$ cat src/hdl/i2crtd_pkg.sv
`timescale 1ns / 1ps
// Shared types and codes for the I2C register transaction decoder.
// Used by i2crtd_core, i2crtd_queue and the top level; depends on nothing.
package i2crtd_pkg;

  localparam logic [2:0] KIND_START   = 3'd0;
  localparam logic [2:0] KIND_RESTART = 3'd1;
  localparam logic [2:0] KIND_STOP    = 3'd2;
  localparam logic [2:0] KIND_ADDRESS = 3'd3;
  localparam logic [2:0] KIND_DATA    = 3'd4;
  localparam logic [2:0] KIND_ACK     = 3'd5;

  localparam logic [2:0] EV_SELECT     = 3'd0;
  localparam logic [2:0] EV_POINTER    = 3'd1;
  localparam logic [2:0] EV_MARK_READ  = 3'd2;
  localparam logic [2:0] EV_MARK_WRITE = 3'd3;
  localparam logic [2:0] EV_DATA       = 3'd4;
  localparam logic [2:0] EV_DONE       = 3'd5;

  localparam logic [1:0] CFG_DEVICE_ADDRESS = 2'd0;
  localparam logic [1:0] CFG_PTR_LEN        = 2'd1;

  localparam logic [7:0]  DEVICE_ADDRESS_RST = 8'h90;
  localparam logic [2:0]  PTR_LEN_RST        = 3'd1;
  localparam logic [7:0]  ADDR_MASK          = 8'hfe;
  localparam logic [15:0] BYTE_COUNT_MAX     = 16'hffff;

  typedef enum logic [3:0] {
    PH_WAIT_START = 4'd0,
    PH_ADDR       = 4'd1,
    PH_ADDR_ACK   = 4'd2,
    PH_PTR        = 4'd3,
    PH_PTR_ACK    = 4'd4,
    PH_DIR        = 4'd5,
    PH_RD_ADDR    = 4'd6,
    PH_RD_ACK     = 4'd7,
    PH_RD_DATA    = 4'd8,
    PH_DATA_ACK   = 4'd9
  } phase_t;

  typedef struct packed {
    logic [2:0]  kind;
    logic [31:0] value;
  } event_t;

  // Up to two results caused by one symbol.
  typedef struct packed {
    logic [1:0] count;
    event_t     ev0;
    event_t     ev1;
  } push_t;

  typedef struct packed {
    logic full;
  } qstat_t;

endpackage

$ cat src/hdl/i2c_register_transaction_decoder.sv
`timescale 1ns / 1ps
// I2C register transaction decoder, top level.
// A symbol is registered in a stage and stepped through the state machine
// while the result queue is not full; its results go to that queue.
// One symbol per cycle while the queue is not full; a symbol with two results
// is offered as two beats, and a full two-entry result queue stalls input.
// Reset (rst_n, synchronous): waits for start, registers take their defaults.
module i2c_register_transaction_decoder (
  input  logic        clk,
  input  logic        rst_n,
  input  logic        in_valid,
  output logic        in_stall,
  input  logic [2:0]  in_symbol_kind,
  input  logic [7:0]  in_symbol_byte,
  output logic        out_valid,
  input  logic        out_stall,
  output logic [2:0]  out_event_kind,
  output logic [31:0] out_event_value,
  output logic        out_last_of_run,
  input  logic        cfg_valid,
  output logic        cfg_ready,
  input  logic [1:0]  cfg_index,
  input  logic [7:0]  cfg_data
);

  logic       cfg_we;
  logic [7:0] device_address_r;
  logic [2:0] ptr_len_r;

  logic       stage_v_r, stage_v_nxt;
  logic [2:0] stage_kind_r;
  logic [7:0] stage_byte_r;
  logic       in_beat;
  logic       advance;

  i2crtd_pkg::push_t  push;
  i2crtd_pkg::qstat_t qstat;

  assign cfg_ready = 1'b1;
  assign cfg_we    = cfg_valid && cfg_ready;

  always_ff @(posedge clk) begin
    if (!rst_n) begin
      device_address_r <= i2crtd_pkg::DEVICE_ADDRESS_RST;
      ptr_len_r        <= i2crtd_pkg::PTR_LEN_RST;
    end else if (cfg_we) begin
      case (cfg_index)
        i2crtd_pkg::CFG_DEVICE_ADDRESS: device_address_r <= cfg_data;
        i2crtd_pkg::CFG_PTR_LEN:        ptr_len_r        <= cfg_data[2:0];
        default: ;
      endcase
    end
  end

  // Hold the staged symbol while the result queue is full.
  assign advance     = stage_v_r && !qstat.full;
  assign in_stall    = stage_v_r && qstat.full;
  assign in_beat     = in_valid && !in_stall;
  assign stage_v_nxt = in_beat || (stage_v_r && !advance);

  always_ff @(posedge clk) begin
    if (!rst_n) begin
      stage_v_r <= 1'b0;
    end else begin
      stage_v_r <= stage_v_nxt;
    end
  end

  always_ff @(posedge clk) begin
    if (in_beat) begin
      stage_kind_r <= in_symbol_kind;
      stage_byte_r <= in_symbol_byte;
    end
  end

  i2crtd_core u_core (
    .clk            (clk),
    .rst_n          (rst_n),
    .step           (advance),
    .symbol_kind    (stage_kind_r),
    .symbol_byte    (stage_byte_r),
    .device_address (device_address_r),
    .ptr_len        (ptr_len_r),
    .push           (push)
  );

  i2crtd_queue u_queue (
    .clk             (clk),
    .rst_n           (rst_n),
    .push            (push),
    .out_valid       (out_valid),
    .out_stall       (out_stall),
    .out_event_kind  (out_event_kind),
    .out_event_value (out_event_value),
    .out_last_of_run (out_last_of_run),
    .stat            (qstat)
  );

  a_no_push_when_full: assert property (@(posedge clk) disable iff (!rst_n)
    qstat.full |-> (push.count == 2'd0))
    else $error("result pushed into a full queue");

  a_done_is_last: assert property (@(posedge clk) disable iff (!rst_n)
    (out_valid && (out_event_kind == i2crtd_pkg::EV_DONE ||
                   out_event_kind == i2crtd_pkg::EV_SELECT ||
                   out_event_kind == i2crtd_pkg::EV_POINTER)) |-> out_last_of_run)
    else $error("single result beat not marked last");

  a_mark_write_not_last: assert property (@(posedge clk) disable iff (!rst_n)
    (out_valid && out_event_kind == i2crtd_pkg::EV_MARK_WRITE) |-> !out_last_of_run)
    else $error("mark write beat marked last");

  a_stall_only_when_staged: assert property (@(posedge clk) disable iff (!rst_n)
    in_stall |-> (stage_v_r && $past(stage_v_r || in_valid)))
    else $error("input stalled with empty stage");

endmodule

$ cat src/hdl/i2crtd_core.sv
`timescale 1ns / 1ps
// Transaction state machine: consumes one bus symbol per step and
// produces up to two result events. Depends on i2crtd_pkg.
module i2crtd_core (
  input  logic                 clk,
  input  logic                 rst_n,
  input  logic                 step,
  input  logic [2:0]           symbol_kind,
  input  logic [7:0]           symbol_byte,
  input  logic [7:0]           device_address,
  input  logic [2:0]           ptr_len,
  output i2crtd_pkg::push_t    push
);

  i2crtd_pkg::phase_t phase_r, phase_nxt;
  logic [31:0] ptr_r, ptr_nxt;
  logic [2:0]  pcnt_r, pcnt_nxt;
  logic [7:0]  sel_r, sel_nxt;
  logic [15:0] bcnt_r, bcnt_nxt;

  logic        ack_ok;
  logic        wr_match;
  logic        rd_match;
  logic [15:0] bcnt_inc;
  logic [2:0]  pcnt_inc;

  assign ack_ok   = (symbol_kind == i2crtd_pkg::KIND_ACK) && (symbol_byte == 8'd0);
  assign wr_match = (symbol_kind == i2crtd_pkg::KIND_ADDRESS) &&
                    ((symbol_byte & i2crtd_pkg::ADDR_MASK) == device_address) &&
                    !symbol_byte[0];
  assign rd_match = (symbol_kind == i2crtd_pkg::KIND_ADDRESS) &&
                    (symbol_byte[7:1] == sel_r[7:1]) && symbol_byte[0];
  assign bcnt_inc = (bcnt_r != i2crtd_pkg::BYTE_COUNT_MAX) ? bcnt_r + 16'd1 : bcnt_r;
  assign pcnt_inc = (pcnt_r != 3'd7) ? pcnt_r + 3'd1 : pcnt_r;

  // Next state
  always_comb begin
    phase_nxt = i2crtd_pkg::PH_WAIT_START;
    ptr_nxt   = ptr_r;
    pcnt_nxt  = pcnt_r;
    sel_nxt   = sel_r;
    bcnt_nxt  = bcnt_r;
    unique case (phase_r)
      i2crtd_pkg::PH_WAIT_START: begin
        if (symbol_kind == i2crtd_pkg::KIND_START ||
            symbol_kind == i2crtd_pkg::KIND_RESTART) begin
          bcnt_nxt  = 16'd0;
          phase_nxt = i2crtd_pkg::PH_ADDR;
        end
      end
      i2crtd_pkg::PH_ADDR: begin
        if (wr_match) begin
          sel_nxt   = symbol_byte;
          phase_nxt = i2crtd_pkg::PH_ADDR_ACK;
        end
      end
      i2crtd_pkg::PH_ADDR_ACK: begin
        if (ack_ok) begin
          ptr_nxt   = 32'd0;
          pcnt_nxt  = 3'd0;
          phase_nxt = i2crtd_pkg::PH_PTR;
        end
      end
      i2crtd_pkg::PH_PTR: begin
        if (symbol_kind == i2crtd_pkg::KIND_DATA) begin
          ptr_nxt   = {ptr_r[23:0], symbol_byte};
          pcnt_nxt  = pcnt_inc;
          phase_nxt = i2crtd_pkg::PH_PTR_ACK;
        end
      end
      i2crtd_pkg::PH_PTR_ACK: begin
        if (ack_ok) begin
          phase_nxt = (pcnt_r >= ptr_len) ? i2crtd_pkg::PH_DIR : i2crtd_pkg::PH_PTR;
        end
      end
      i2crtd_pkg::PH_DIR: begin
        if (symbol_kind == i2crtd_pkg::KIND_STOP) begin
          phase_nxt = i2crtd_pkg::PH_DIR;
        end else if (symbol_kind == i2crtd_pkg::KIND_RESTART ||
                     symbol_kind == i2crtd_pkg::KIND_START) begin
          phase_nxt = i2crtd_pkg::PH_RD_ADDR;
        end else if (symbol_kind == i2crtd_pkg::KIND_DATA) begin
          bcnt_nxt  = bcnt_inc;
          phase_nxt = i2crtd_pkg::PH_DATA_ACK;
        end
      end
      i2crtd_pkg::PH_RD_ADDR: begin
        if (rd_match) begin
          phase_nxt = i2crtd_pkg::PH_RD_ACK;
        end
      end
      i2crtd_pkg::PH_RD_ACK: begin
        if (ack_ok) begin
          phase_nxt = i2crtd_pkg::PH_RD_DATA;
        end
      end
      i2crtd_pkg::PH_RD_DATA: begin
        if (symbol_kind == i2crtd_pkg::KIND_DATA) begin
          bcnt_nxt  = bcnt_inc;
          phase_nxt = i2crtd_pkg::PH_DATA_ACK;
        end
      end
      i2crtd_pkg::PH_DATA_ACK: begin
        if (ack_ok) begin
          phase_nxt = i2crtd_pkg::PH_RD_DATA;
        end
      end
      default: begin
        phase_nxt = i2crtd_pkg::PH_WAIT_START;
      end
    endcase
  end

  // Result events
  always_comb begin
    push.count = 2'd0;
    push.ev0   = '0;
    push.ev1   = '0;
    unique case (phase_r)
      i2crtd_pkg::PH_ADDR: begin
        if (wr_match) begin
          push.count = 2'd1;
          push.ev0   = '{kind: i2crtd_pkg::EV_SELECT, value: {24'd0, symbol_byte}};
        end
      end
      i2crtd_pkg::PH_PTR_ACK: begin
        if (ack_ok && (pcnt_r >= ptr_len)) begin
          push.count = 2'd1;
          push.ev0   = '{kind: i2crtd_pkg::EV_POINTER, value: ptr_r};
        end
      end
      i2crtd_pkg::PH_DIR: begin
        if (symbol_kind == i2crtd_pkg::KIND_RESTART ||
            symbol_kind == i2crtd_pkg::KIND_START) begin
          push.count = 2'd1;
          push.ev0   = '{kind: i2crtd_pkg::EV_MARK_READ, value: 32'd0};
        end else if (symbol_kind == i2crtd_pkg::KIND_DATA) begin
          push.count = 2'd2;
          push.ev0   = '{kind: i2crtd_pkg::EV_MARK_WRITE, value: 32'd0};
          push.ev1   = '{kind: i2crtd_pkg::EV_DATA, value: {24'd0, symbol_byte}};
        end
      end
      i2crtd_pkg::PH_RD_DATA: begin
        if (symbol_kind == i2crtd_pkg::KIND_DATA) begin
          push.count = 2'd1;
          push.ev0   = '{kind: i2crtd_pkg::EV_DATA, value: {24'd0, symbol_byte}};
        end else if (symbol_kind == i2crtd_pkg::KIND_STOP) begin
          push.count = 2'd1;
          push.ev0   = '{kind: i2crtd_pkg::EV_DONE, value: {16'd0, bcnt_r}};
        end
      end
      i2crtd_pkg::PH_DATA_ACK: begin
        // NAK after a data byte closes the transaction
        if (symbol_kind == i2crtd_pkg::KIND_ACK && symbol_byte != 8'd0) begin
          push.count = 2'd1;
          push.ev0   = '{kind: i2crtd_pkg::EV_DONE, value: {16'd0, bcnt_r}};
        end
      end
      default: begin
        push.count = 2'd0;
      end
    endcase
    if (!step) begin
      push.count = 2'd0;
    end
  end

  always_ff @(posedge clk) begin
    if (!rst_n) begin
      phase_r <= i2crtd_pkg::PH_WAIT_START;
      ptr_r   <= 32'd0;
      pcnt_r  <= 3'd0;
      sel_r   <= 8'd0;
      bcnt_r  <= 16'd0;
    end else if (step) begin
      phase_r <= phase_nxt;
      ptr_r   <= ptr_nxt;
      pcnt_r  <= pcnt_nxt;
      sel_r   <= sel_nxt;
      bcnt_r  <= bcnt_nxt;
    end
  end

endmodule

$ cat src/hdl/i2crtd_queue.sv
`timescale 1ns / 1ps
// Two-entry result queue; each entry holds the one or two events of a
// symbol and is drained one beat at a time. Depends on i2crtd_pkg.
module i2crtd_queue (
  input  logic                clk,
  input  logic                rst_n,
  input  i2crtd_pkg::push_t   push,
  output logic                out_valid,
  input  logic                out_stall,
  output logic [2:0]          out_event_kind,
  output logic [31:0]         out_event_value,
  output logic                out_last_of_run,
  output i2crtd_pkg::qstat_t  stat
);

  i2crtd_pkg::push_t mem_r [2];
  logic              wp_r, wp_nxt;
  logic              rp_r, rp_nxt;
  logic [1:0]        cnt_r, cnt_nxt;
  logic              half_r, half_nxt;
  logic              wr_en;
  logic              pop;
  logic              entry_done;
  i2crtd_pkg::push_t head;
  i2crtd_pkg::event_t cur;

  assign head       = mem_r[rp_r];
  assign cur        = half_r ? head.ev1 : head.ev0;
  assign out_valid  = (cnt_r != 2'd0);
  assign out_event_kind  = cur.kind;
  assign out_event_value = cur.value;
  assign out_last_of_run = half_r || (head.count == 2'd1);

  assign wr_en      = (push.count != 2'd0);
  assign pop        = out_valid && !out_stall;
  assign entry_done = pop && out_last_of_run;

  assign stat.full  = (cnt_r == 2'd2);

  always_comb begin
    wp_nxt   = wr_en ? ~wp_r : wp_r;
    rp_nxt   = entry_done ? ~rp_r : rp_r;
    // advance to the second event, or back to the first once the entry drains
    half_nxt = pop ? !out_last_of_run : half_r;
    cnt_nxt  = cnt_r + {1'b0, wr_en} - {1'b0, entry_done};
  end

  always_ff @(posedge clk) begin
    if (wr_en) begin
      mem_r[wp_r] <= push;
    end
  end

  always_ff @(posedge clk) begin
    if (!rst_n) begin
      wp_r   <= 1'b0;
      rp_r   <= 1'b0;
      cnt_r  <= 2'd0;
      half_r <= 1'b0;
    end else begin
      wp_r   <= wp_nxt;
      rp_r   <= rp_nxt;
      cnt_r  <= cnt_nxt;
      half_r <= half_nxt;
    end
  end

endmodule

$ cat config.mk
export PLATFORM = sky130hd
export DESIGN_NAME = i2c_register_transaction_decoder
export DESIGN_NICKNAME = d
export VERILOG_FILES = /design/src/hdl/i2crtd_pkg.sv /design/src/hdl/i2c_register_transaction_decoder.sv /design/src/hdl/i2crtd_core.sv /design/src/hdl/i2crtd_queue.sv
export SDC_FILE = /design/constraint.sdc
export NUM_CORES = 1
export LEC_CHECK = 0
export BUFFER_PORTS_ARGS = -buffer_cell sky130_fd_sc_hd__buf_2
export CORE_MARGIN = 2
export CORE_UTILIZATION = 45
export CTS_BUF_LIST = sky130_fd_sc_hd__clkbuf_4
export DETAILED_ROUTE_END_ITERATION = 6
export PLACE_DENSITY = 0.68
export SLEW_MARGIN = 20
export SYNTH_ARGS = -nofsm -noshare
export SYNTH_HDL_FRONTEND = slang
export SYNTH_SLANG_ARGS = --single-unit
$ cat constraint.sdc
create_clock -name clk -period 6.2 [get_ports clk]
set_input_delay 0.31 -clock clk [delete_from_list [all_inputs] [get_ports clk]]
set_output_delay 0.31 -clock clk [all_outputs]
set_load 0.005 [all_outputs]
Yosys cells after proc, flatten, opt, wreduce, memory -nomap -nowiden
Memory sizes are Yosys's and may differ from the RTL's. A register that Yosys moved wholly into a read port is not among the register bits.
Index checks and enable logic that the tools add are counted.
{"block": "classes", "add_sub_neg": 4, "order_cmp": 1, "eq_ne": 27, "mux": 42, "bitwise_logic": 2, "reduce_logical": 38}
{"cell": "36-bit two-way mux", "n": 5}
{"cell": "35-bit one-hot mux with 5 select lines", "n": 1}
{"cell": "35-bit two-way mux", "n": 3}
{"cell": "16-bit two-way mux", "n": 5}
{"cell": "72-bit two-way mux", "n": 1}
{"cell": "32-bit two-way mux", "n": 2}
{"cell": "32-bit one-hot mux with 2 select lines", "n": 1}
{"cell": "16-bit one-hot mux with 3 select lines", "n": 1}
{"cell": "37-bit two-way mux", "n": 1}
{"cell": "4-bit one-hot mux with 9 select lines", "n": 1}
{"cell": "4-bit two-way mux", "n": 5}
{"cell": "3-bit two-way mux", "n": 6}
{"cell": "16-bit by 1-bit adder with 16-bit output, second input constant", "n": 1}
{"cell": "4-bit by 3-bit equality test with 1-bit output, second input constant", "n": 4}
{"cell": "16-bit != test, second input constant", "n": 1}
{"cell": "1-bit logical AND", "n": 13}
{"cell": "2-bit one-hot mux with 5 select lines", "n": 1}
{"cell": "5-bit AND reduction", "n": 2}
{"cell": "4-bit by 2-bit equality test with 1-bit output, second input constant", "n": 2}
{"cell": "4-bit equality test, second input constant", "n": 2}
{"cell": "8-bit equality test", "n": 1}
{"cell": "8-bit zero test", "n": 1}
{"cell": "2-bit by 1-bit != test with 1-bit output, second input constant", "n": 4}
{"cell": "8-bit nonzero test", "n": 1}
{"cell": "other kinds (28)", "n": 49}
{"block": "word_totals", "reg_bits": 91, "mem_bits_rw": 144, "inputBits": 26, "elab_cells": 129, "n_memories": 1}
{"memory": "u_queue.mem_r", "words": 2, "word_bits": 72, "read_ports": 1, "rd_clocked_by_memory_dff": 1, "wr": 1, "line": "i2crtd_queue.sv:16", "source": "i2crtd_pkg::push_t mem_r [2];"}

Longest topological paths before layout
Gate-level depths: netlist of the first run.
{"block": "depth", "word_depth": 9, "depth_mapped": 11}

Hierarchy
A second synthesis of the first run with hierarchy kept.
{"block": "hier_totals", "hier_cells": 801, "area_unflattened_um2": 10296.1}
{"module": "i2crtd_queue", "instances": 1, "cells_per_inst": 221, "area_per_inst_um2": 5486.5, "seq_area_each_um2": 4444.3}
{"module": "i2crtd_core", "instances": 1, "cells_per_inst": 515, "area_per_inst_um2": 3960.0, "seq_area_each_um2": 1241.2}
{"module": "i2c_register_transaction_decoder", "instances": 1, "cells_per_inst": 65, "area_per_inst_um2": 849.6, "seq_area_each_um2": 570.5}

Worst setup path after synthesis of the first run
OpenSTA, ideal clock, no wires.
{"block": "synth_timing", "path_kind": "reg-to-reg", "startpoint": "register stage_byte_r[1]", "endpoint": "memory u_queue.mem_r[0][0] (netlist name) (enable)", "setup_ps": 455, "arrival_time_ps": 3975, "required_ps": 5745, "setup_slack_ps": 1770, "stages_incl_launch_ff": 7, "path_buffers": 0, "cell_sequence": "edfxtp_1 > or4_1 > nor3b_4 > a41oi_1 > a31oi_1 > or2_2 > nor2b_1"}
{"item": "start: declaration", "line": "i2c_register_transaction_decoder.sv:32", "source": "logic [7:0] stage_byte_r;"}
{"item": "start signal: assignment", "line": "i2c_register_transaction_decoder.sv:72", "source": "stage_byte_r <= in_symbol_byte;"}
{"item": "end: declaration", "line": "i2crtd_queue.sv:16"}

==> flow_metrics.tcl, run 1 <==
set metrics [dict create \
    hold_depth 2 \
    status "completed" \
    cp.arrival_ns 3.49 \
    gp_congestion 0.8563 \
    total_power_mw 2.011 \
    fmax_mhz 305.0 \
    synth_fp_nets 759 \
    cpMaxStageDelayCell "dfxtp_1" \
    dieArea_um2 19140 \
    synth_area_leaders "edfxtp_1 (38%), dfxtp_1 (20%), mux2i_1 (5.8%), nand2_1 (3.3%), nor2_1 (3.1%)" \
    tns_ns 0 \
    antenna_found_initial 1 \
    worst_pin_slew_ns 0.9979 \
    fin_nets 828 \
    critPathCaptureType "flop" \
    grt_start_max_net_pins 58 \
    critical_path.top_delay_family "simple AND/OR/NAND/NOR gates" \
    gr-total-overflow 0 \
    core_um2 17840 \
    synth_common_cells "edfxtp_1 (103), dfxtp_1 (80), nand2_1 (71)" \
    numCtsBuffers 17 \
    synth_top_area_cell "edfxtp_1" \
    grt_most_used_layer "met2" \
    die_h_um 138.3 \
    criticalPathCategory "reg -> reg" \
    htreeDepth 4 \
    grt_util_met3_pct 3.533 \
    reg2reg_from "u_core.phase_r[1]$_SDFFE_PN0P_" \
    hold_start "rst_n" \
    critPathMaxFanout 46 \
    cts_tree "built" \
    synth_warnings 0 \
    maxCapViolCount 0 \
    timing.rr.end "u_queue.mem_r[0][68]$_DFFE_PP_" \
    place_hpwl_um 11410 \
    wl_per_cell_um 16.53 \
    syn_area_per_cell_um2 11.20 \
    fin_skew_ns 0.02259 \
    first_pass_iters 5 \
    clk_path_buf_depth 2 \
    fin_crit_ns 3.279 \
    detail_route.wirelength_um 17140 \
    syn_inst 725 \
    r2r_cells 7 \
    drive_gt1_share_pct 16.48 \
    netlist_area_um2 8120 \
    grt.met2_usage_pct 30.35 \
    clkLatencyLatePin_ns 0.58 \
    portBuffers 63 \
    drc 0 \
    slowest_delay_ns 0.55 \
    area_growth_syn_to_layout_pct 12.51 \
    cts-root-buf "clkbuf_4" \
    worst_slack_ns 2.921 \
    cts.clk_slew.worst_paths_ns 0.15 \
    synth_top_area_share_pct 38.09 \
    ys_seq_elements 183 \
    dp_slack_ns 2.920 \
    critPathLaunchType "flop" \
    placed_area_um2 8626 \
    hold_viol 0 \
    grt_pass1_vias 5401 \
    synth-seq-area-share_pct 57.81 \
    maxSlewViolCount 0 \
    min_path_type "in -> reg" \
    multiInputGateArea_um2 3156 \
    start_util_pct 45.52 \
    ys.flop_type "edfxtp_1" \
    ios 65 \
    crit_path_cell_trace "nand4bb_1 > nor3_1 > a41oi_1 > a31oi_1 > or2_2 > nor2b_4 > buf_4" \
    antenna_left 0 \
    setup_viol 0 \
    hold_end "device_address_r[4]$_SDFFE_PN1P_" \
    num_rows 49 \
    grt_setup_unrepaired "no" \
    grt_pass1_wl_um 28070 \
    grtUsageTotal_pct 18.41 \
    drt_iter0_drc 383 \
    fillerInstances 1616 \
    crit_buf_inv 1 \
    yosysMostFrequentCell "edfxtp_1" \
    die_w_um 138.3 \
    peakVddDrop_v 0.0001119 \
    power.density_nw_per_um2 220.1 \
    async_flop_share_pct 0 \
    synth_edf_count 103 \
    num_vias 5629 \
    final_cell_area_um2 9136 \
    rrSetupSlack_ns 2.92 \
    cts.sinks 183 \
    seqCellArea_um2 4696 \
    vias_per_cell 5.428 \
    grtUsageMet1_pct 24.43 \
    min_period_over_period_pct 52.88 \
    synth.distinct_cells 66 \
    p_leak_nw 3.200 \
    cp.required_ns 6.41 \
    relSlewSlack_pct 33.33 \
]
-- routing by layer --
| metal | vias to the layer above | wire length [um] |
|---|---|---|
| met2 | 159 | 8338 |
| met5 | - | 0 |
| li1 | 2769 | - |
| met3 | 24 | 736 |
| met1 | 2677 | 7696 |
| met4 | 0 | 373 |
-- through the flow --
stage | utilization [%] | hold slack [ns] | instances
after floorplan | - | 0.4089 | 725
after global placement | 48.35 | 0.4364 | 983
after detailed placement | 48.35 | 0.4448 | 983
after CTS | 51.20 | 0.04115 | 1036
after global routing | 51.21 | 0.07215 | 1037
final | 51.21 | 0.08903 | 1037
-- how the worst max path moves through the flow --
| stage | to | depth (start not counted) | slack (ns) | from |
|---|---|---|---|---|
| finish | u_queue.mem_r[0][68]$_DFFE_PP_ | 7 | 2.92 | u_core.phase_r[1]$_SDFFE_PN0P_ |
| global route | u_queue.mem_r[0][68]$_DFFE_PP_ | 7 | 2.59 | u_core.phase_r[1]$_SDFFE_PN0P_ |
| CTS | u_queue.mem_r[0][69]$_DFFE_PP_ | 7 | 2.91 | u_core.phase_r[1]$_SDFFE_PN0P_ |
| detailed placement | u_queue.mem_r[0][46]$_DFFE_PP_ | 7 | 2.92 | u_core.phase_r[1]$_SDFFE_PN0P_ |
| global placement | u_queue.mem_r[0][46]$_DFFE_PP_ | 7 | 3.02 | u_core.phase_r[1]$_SDFFE_PN0P_ |
| floorplan | u_queue.mem_r[0][0]$_DFFE_PP_ | 6 | 1.77 | stage_byte_r[1]$_DFFE_PP_ |
-- layout by cell type (no fill, tap or decap), types with 7 or more instances in the layout --
cell             n
ha_1             8
edfxtp_1       103
buf_4           12
nand4_1          8
dlygate4sd3_1   21
nand2b_1         7
a22o_1           8
buf_2           63
nor2_1          68
a22oi_1         10
inv_1           22
dfxtp_1         79
mux2i_1         47
a21oi_1         44
nor3_1          14
clkbuf_4        18
and2_1          19
o21ai_0         13
nand3_1         41
mux4_2           9
xnor2_1         22
nand2_1         71
-- repair_timing --
action,in CTS,in global routing
buffers inserted,0,0
endpoints found under the hold margin,24,0
setup endpoints to repair,0,0
gates resized for setup,0,0
hold buffers,21,0
-- logic make-up (layout without fill, tap and decap cells) --
| logic type | Yosys count | after routing | synth area share [%] |
|---|---|---|---|
| AOI/OAI and AO/OA | 113 | 113 | 9.754 |
| xor gates and xnor gates | 24 | 24 | 2.589 |
| adders and majority gates | 8 | 8 | 1.233 |
| buffers and inverters | 68 | 150 | 3.544 |
| DFF | 183 | 183 | 57.81 |
| muxes | 57 | 57 | 8.428 |
| other | 1 | 2 | 0.04618 |
| and+or+nand+nor | 271 | 271 | 16.59 |
-- worst register-to-register path, delay by kind of cell, from the launching register on --
kind                   cells  cell delay (ns)
buffers and inverters      1             0.50
DFF                        1             0.55
AOI/OAI and AO/OA          2             0.49
and+or+nand+nor            4             1.38
-- report_power, final --
group / switching (mW) / internal, mW
sequential: 0.0107 / 1.28
combinational: 0.0353 / 0.0291
clock: 0.436 / 0.223
total: 0.482 / 1.53
-- area by class of cell --
class,instances,share of cell area (%)
antenna,1,0.02739
clock buffer,18,1.479
clock inverter,14,1.780
inverter,22,0.9039
multi-input combinational,474,34.54
sequential,183,51.40
tap,229,3.136
timing repair buffer,96,6.738
-- registers in the layout, summed over array words and instances, names as in the netlist, named ones only --
name	count
device_address_r	8
ptr_len_r	3
stage_byte_r	8
stage_kind_r	3
stage_v_r	1
u_core.bcnt_r	16
u_core.pcnt_r	3
u_core.phase_r	4
u_core.ptr_r	32
u_core.sel_r	7
u_queue.cnt_r	2
u_queue.half_r	1
u_queue.mem_r	92
u_queue.rp_r	1
u_queue.wp_r	1
(Power assumes the default switching activity.)
==> run 2: changes to the inputs <==
==> constraint.sdc (replaced) <==
create_clock -name clk -period 3.35 [get_ports clk]
set_input_delay 0.1675 -clock clk [delete_from_list [all_inputs] [get_ports clk]]
set_output_delay 0.1675 -clock clk [all_outputs]
set_load 0.005 [all_outputs]
==> run 2 against run 1 <==
Utilization is 0.65 points higher. Sequential power increased by 84%. Critical path type unchanged. Die area stayed put. Clock power rose by 87%. Sequential share of layout area decreased by 0.65 points. Hold slack worse by 0.040 ns. Via count grew 0.48%. Critical endpoint is now u_queue.mem_r[0][69]$_DFFE_PP_. Non-clock buffer count rose by 12. Cell count rose by 1.3%. Worst setup slack got worse by 2.6 ns.
==> flow_metrics.tcl, run 2 (synthesis results as in run 1) <==
set metrics [dict create \
    numCtsBuffers 17 \
    utilization_pct 51.86 \
    multiInputGateArea_um2 3156 \
    largest_register "u_queue.mem_r" \
    fin_crit_ns 3.017 \
    start_util_pct 45.52 \
    tns_ns 0 \
    cts.sinks 183 \
    grt_start_max_net_pins 48 \
    clk_path_buf_depth 2 \
    gr-total-overflow 0 \
    power.density_nw_per_um2 404.5 \
    power.share.combinational_pct 3.4 \
    clkLatencyLatePin_ns 0.58 \
    grt_pass1_wl_um 27720 \
    grtUsageTotal_pct 18.01 \
    critPathCaptureType "flop" \
    fin_nets 840 \
    p_leak_nw 3.012 \
    relSlewSlack_pct 32.29 \
    setup_viol 0 \
    min_path_type "in -> reg" \
    netSwitchingPower_uw 848.0 \
    grt_pass1_vias 5345 \
    htreeDepth 4 \
    peakVddDrop_v 0.0001937 \
    dieArea_um2 19140 \
    drc 0 \
    pwr-share-clk_pct 33.0 \
    cts_tree "built" \
    core_um2 17840 \
    placed_area_um2 8711 \
    fin_skew_ns 0.02408 \
    post_cts_buffers 0 \
    fmax_mhz 331.4 \
    ios 65 \
    min_period_over_period_pct 90.07 \
    maxCapViolCount 0 \
    area_growth_syn_to_layout_pct 13.94 \
    die_w_um 138.3 \
    largest_register_ffs 92 \
    cts-root-buf "clkbuf_4" \
    fillerInstances 1587 \
    die_h_um 138.3 \
    top_regs "u_queue.mem_r x92, u_core.ptr_r x32, u_core.bcnt_r x16" \
    first_pass_iters 5 \
    critPathLaunchType "flop" \
    cp.arrival_ns 3.27 \
    place_hpwl_um 11400 \
    drive_gt1_share_pct 17.22 \
    detail_route.wirelength_um 16890 \
    internal_power_mw 2.894 \
    criticalPathCategory "reg -> reg" \
    worst_pin_slew_ns 1.013 \
    hold_viol 0 \
    gp_congestion 0.8910 \
    final_cell_area_um2 9253 \
    drt_iter0_drc 529 \
    portBuffers 63 \
    status "completed" \
    cts.clk_slew.worst_paths_ns 0.15 \
    vias_per_cell 5.387 \
    final_cell_mix "edfxtp_1 (103), dfxtp_1 (79), nand2_1 (71)" \
    cp.required_ns 3.61 \
    swShare_pct 22.66 \
    antenna_found_initial 1 \
    final_common_cell "edfxtp_1" \
    wl_per_cell_um 16.08 \
    critPathMaxFanout 46 \
    num_vias 5656 \
    grt_setup_unrepaired "no" \
    p_seq_share_pct 63.6 \
    seqCellArea_um2 4696 \
    maxSlewViolCount 0 \
    num_rows 49 \
    antenna_left 0 \
]
## run 2: cell count changes in the layout (fill, tap and decap cells not counted), moves of 2 or more
cell	previous run	this run
dlygate4sd3_1	21	25
buf_4	12	18
buf_12	0	2
clkinv_8	3	0
## run 2: critical path: stages, from the launching register on
cell      delay (ns)
edfxtp_1        0.53
or4_1           0.63
nor3b_4         0.28
a41oi_1         0.15
a31oi_1         0.45
or2_2           0.22
nor2b_4         0.16
buf_12          0.25
## run 2: power by group through the flow
stage	Combinational, mW	Clock, mW	Sequential, mW
finish	0.126	1.23	2.38
global route	0.138	1.35	2.38
CTS	0.126	1.27	2.38
floorplan	0.0708	0	2.42
detailed placement	0.104	0	2.43
global placement	0.105	0	2.43
## run 2: repair_timing
| action | 4_1_cts | 5_1_grt |
|---|---|---|
| hold buffers | 25 | 0 |
| gates resized for setup | 0 | 0 |
| hold endpoints to repair | 28 | 0 |
## run 2: per-layer routing
metal | routed length [um] | GRT usage [%] | vias to the layer above
li1 | - | - | 2796
met3 | 642 | 3.429 | 25
met5 | 0 | 0 | -
met2 | 8020 | 28.63 | 142
met1 | 7888 | 24.97 | 2693
met4 | 336 | 6.122 | 0
## run 2: worst paths after layout
| check | start | end | slack (ns) | cells past startpoint |
|---|---|---|---|---|
| setup / recovery | stage_byte_r[1]$_DFFE_PP_ | u_queue.mem_r[0][69]$_DFFE_PP_ | 0.33 | 7 |
| hold / removal | cfg_valid | ptr_len_r[1]$_SDFFE_PN0P_ | 0.05 | 4 |
| setup reg to reg | stage_byte_r[1]$_DFFE_PP_ | u_queue.mem_r[0][69]$_DFFE_PP_ | 0.33 | 7 |
| hold reg to reg | u_core.ptr_r[24]$_SDFFE_PN0P_ | u_core.ptr_r[24]$_SDFFE_PN0P_ | 0.46 | 2 |
## run 2: final cells by class
class | instances | area share (%)
clock inverter | 13 | 1.555
timing repair buffer | 108 | 8.005
clock buffer | 19 | 1.542
multi-input combinational | 474 | 34.10
antenna | 2 | 0.05409
sequential | 183 | 50.75
inverter | 22 | 0.8925
tap | 229 | 3.097
## run 2: stage by stage
| step | instances | hold WS (ns) | setup WS [ns] | total power, mW |
|---|---|---|---|---|
| floorplan | 725 | 0.2664 | 0.05596 | 2.493 |
| global placement | 991 | 0.3454 | 0.4869 | 2.535 |
| detailed placement | 991 | 0.3456 | 0.3849 | 2.536 |
| CTS | 1048 | 0.02092 | 0.3514 | 3.773 |
| global route | 1050 | 0.06233 | 0.1437 | 3.878 |
| finish | 1050 | 0.04926 | 0.3326 | 3.742 |
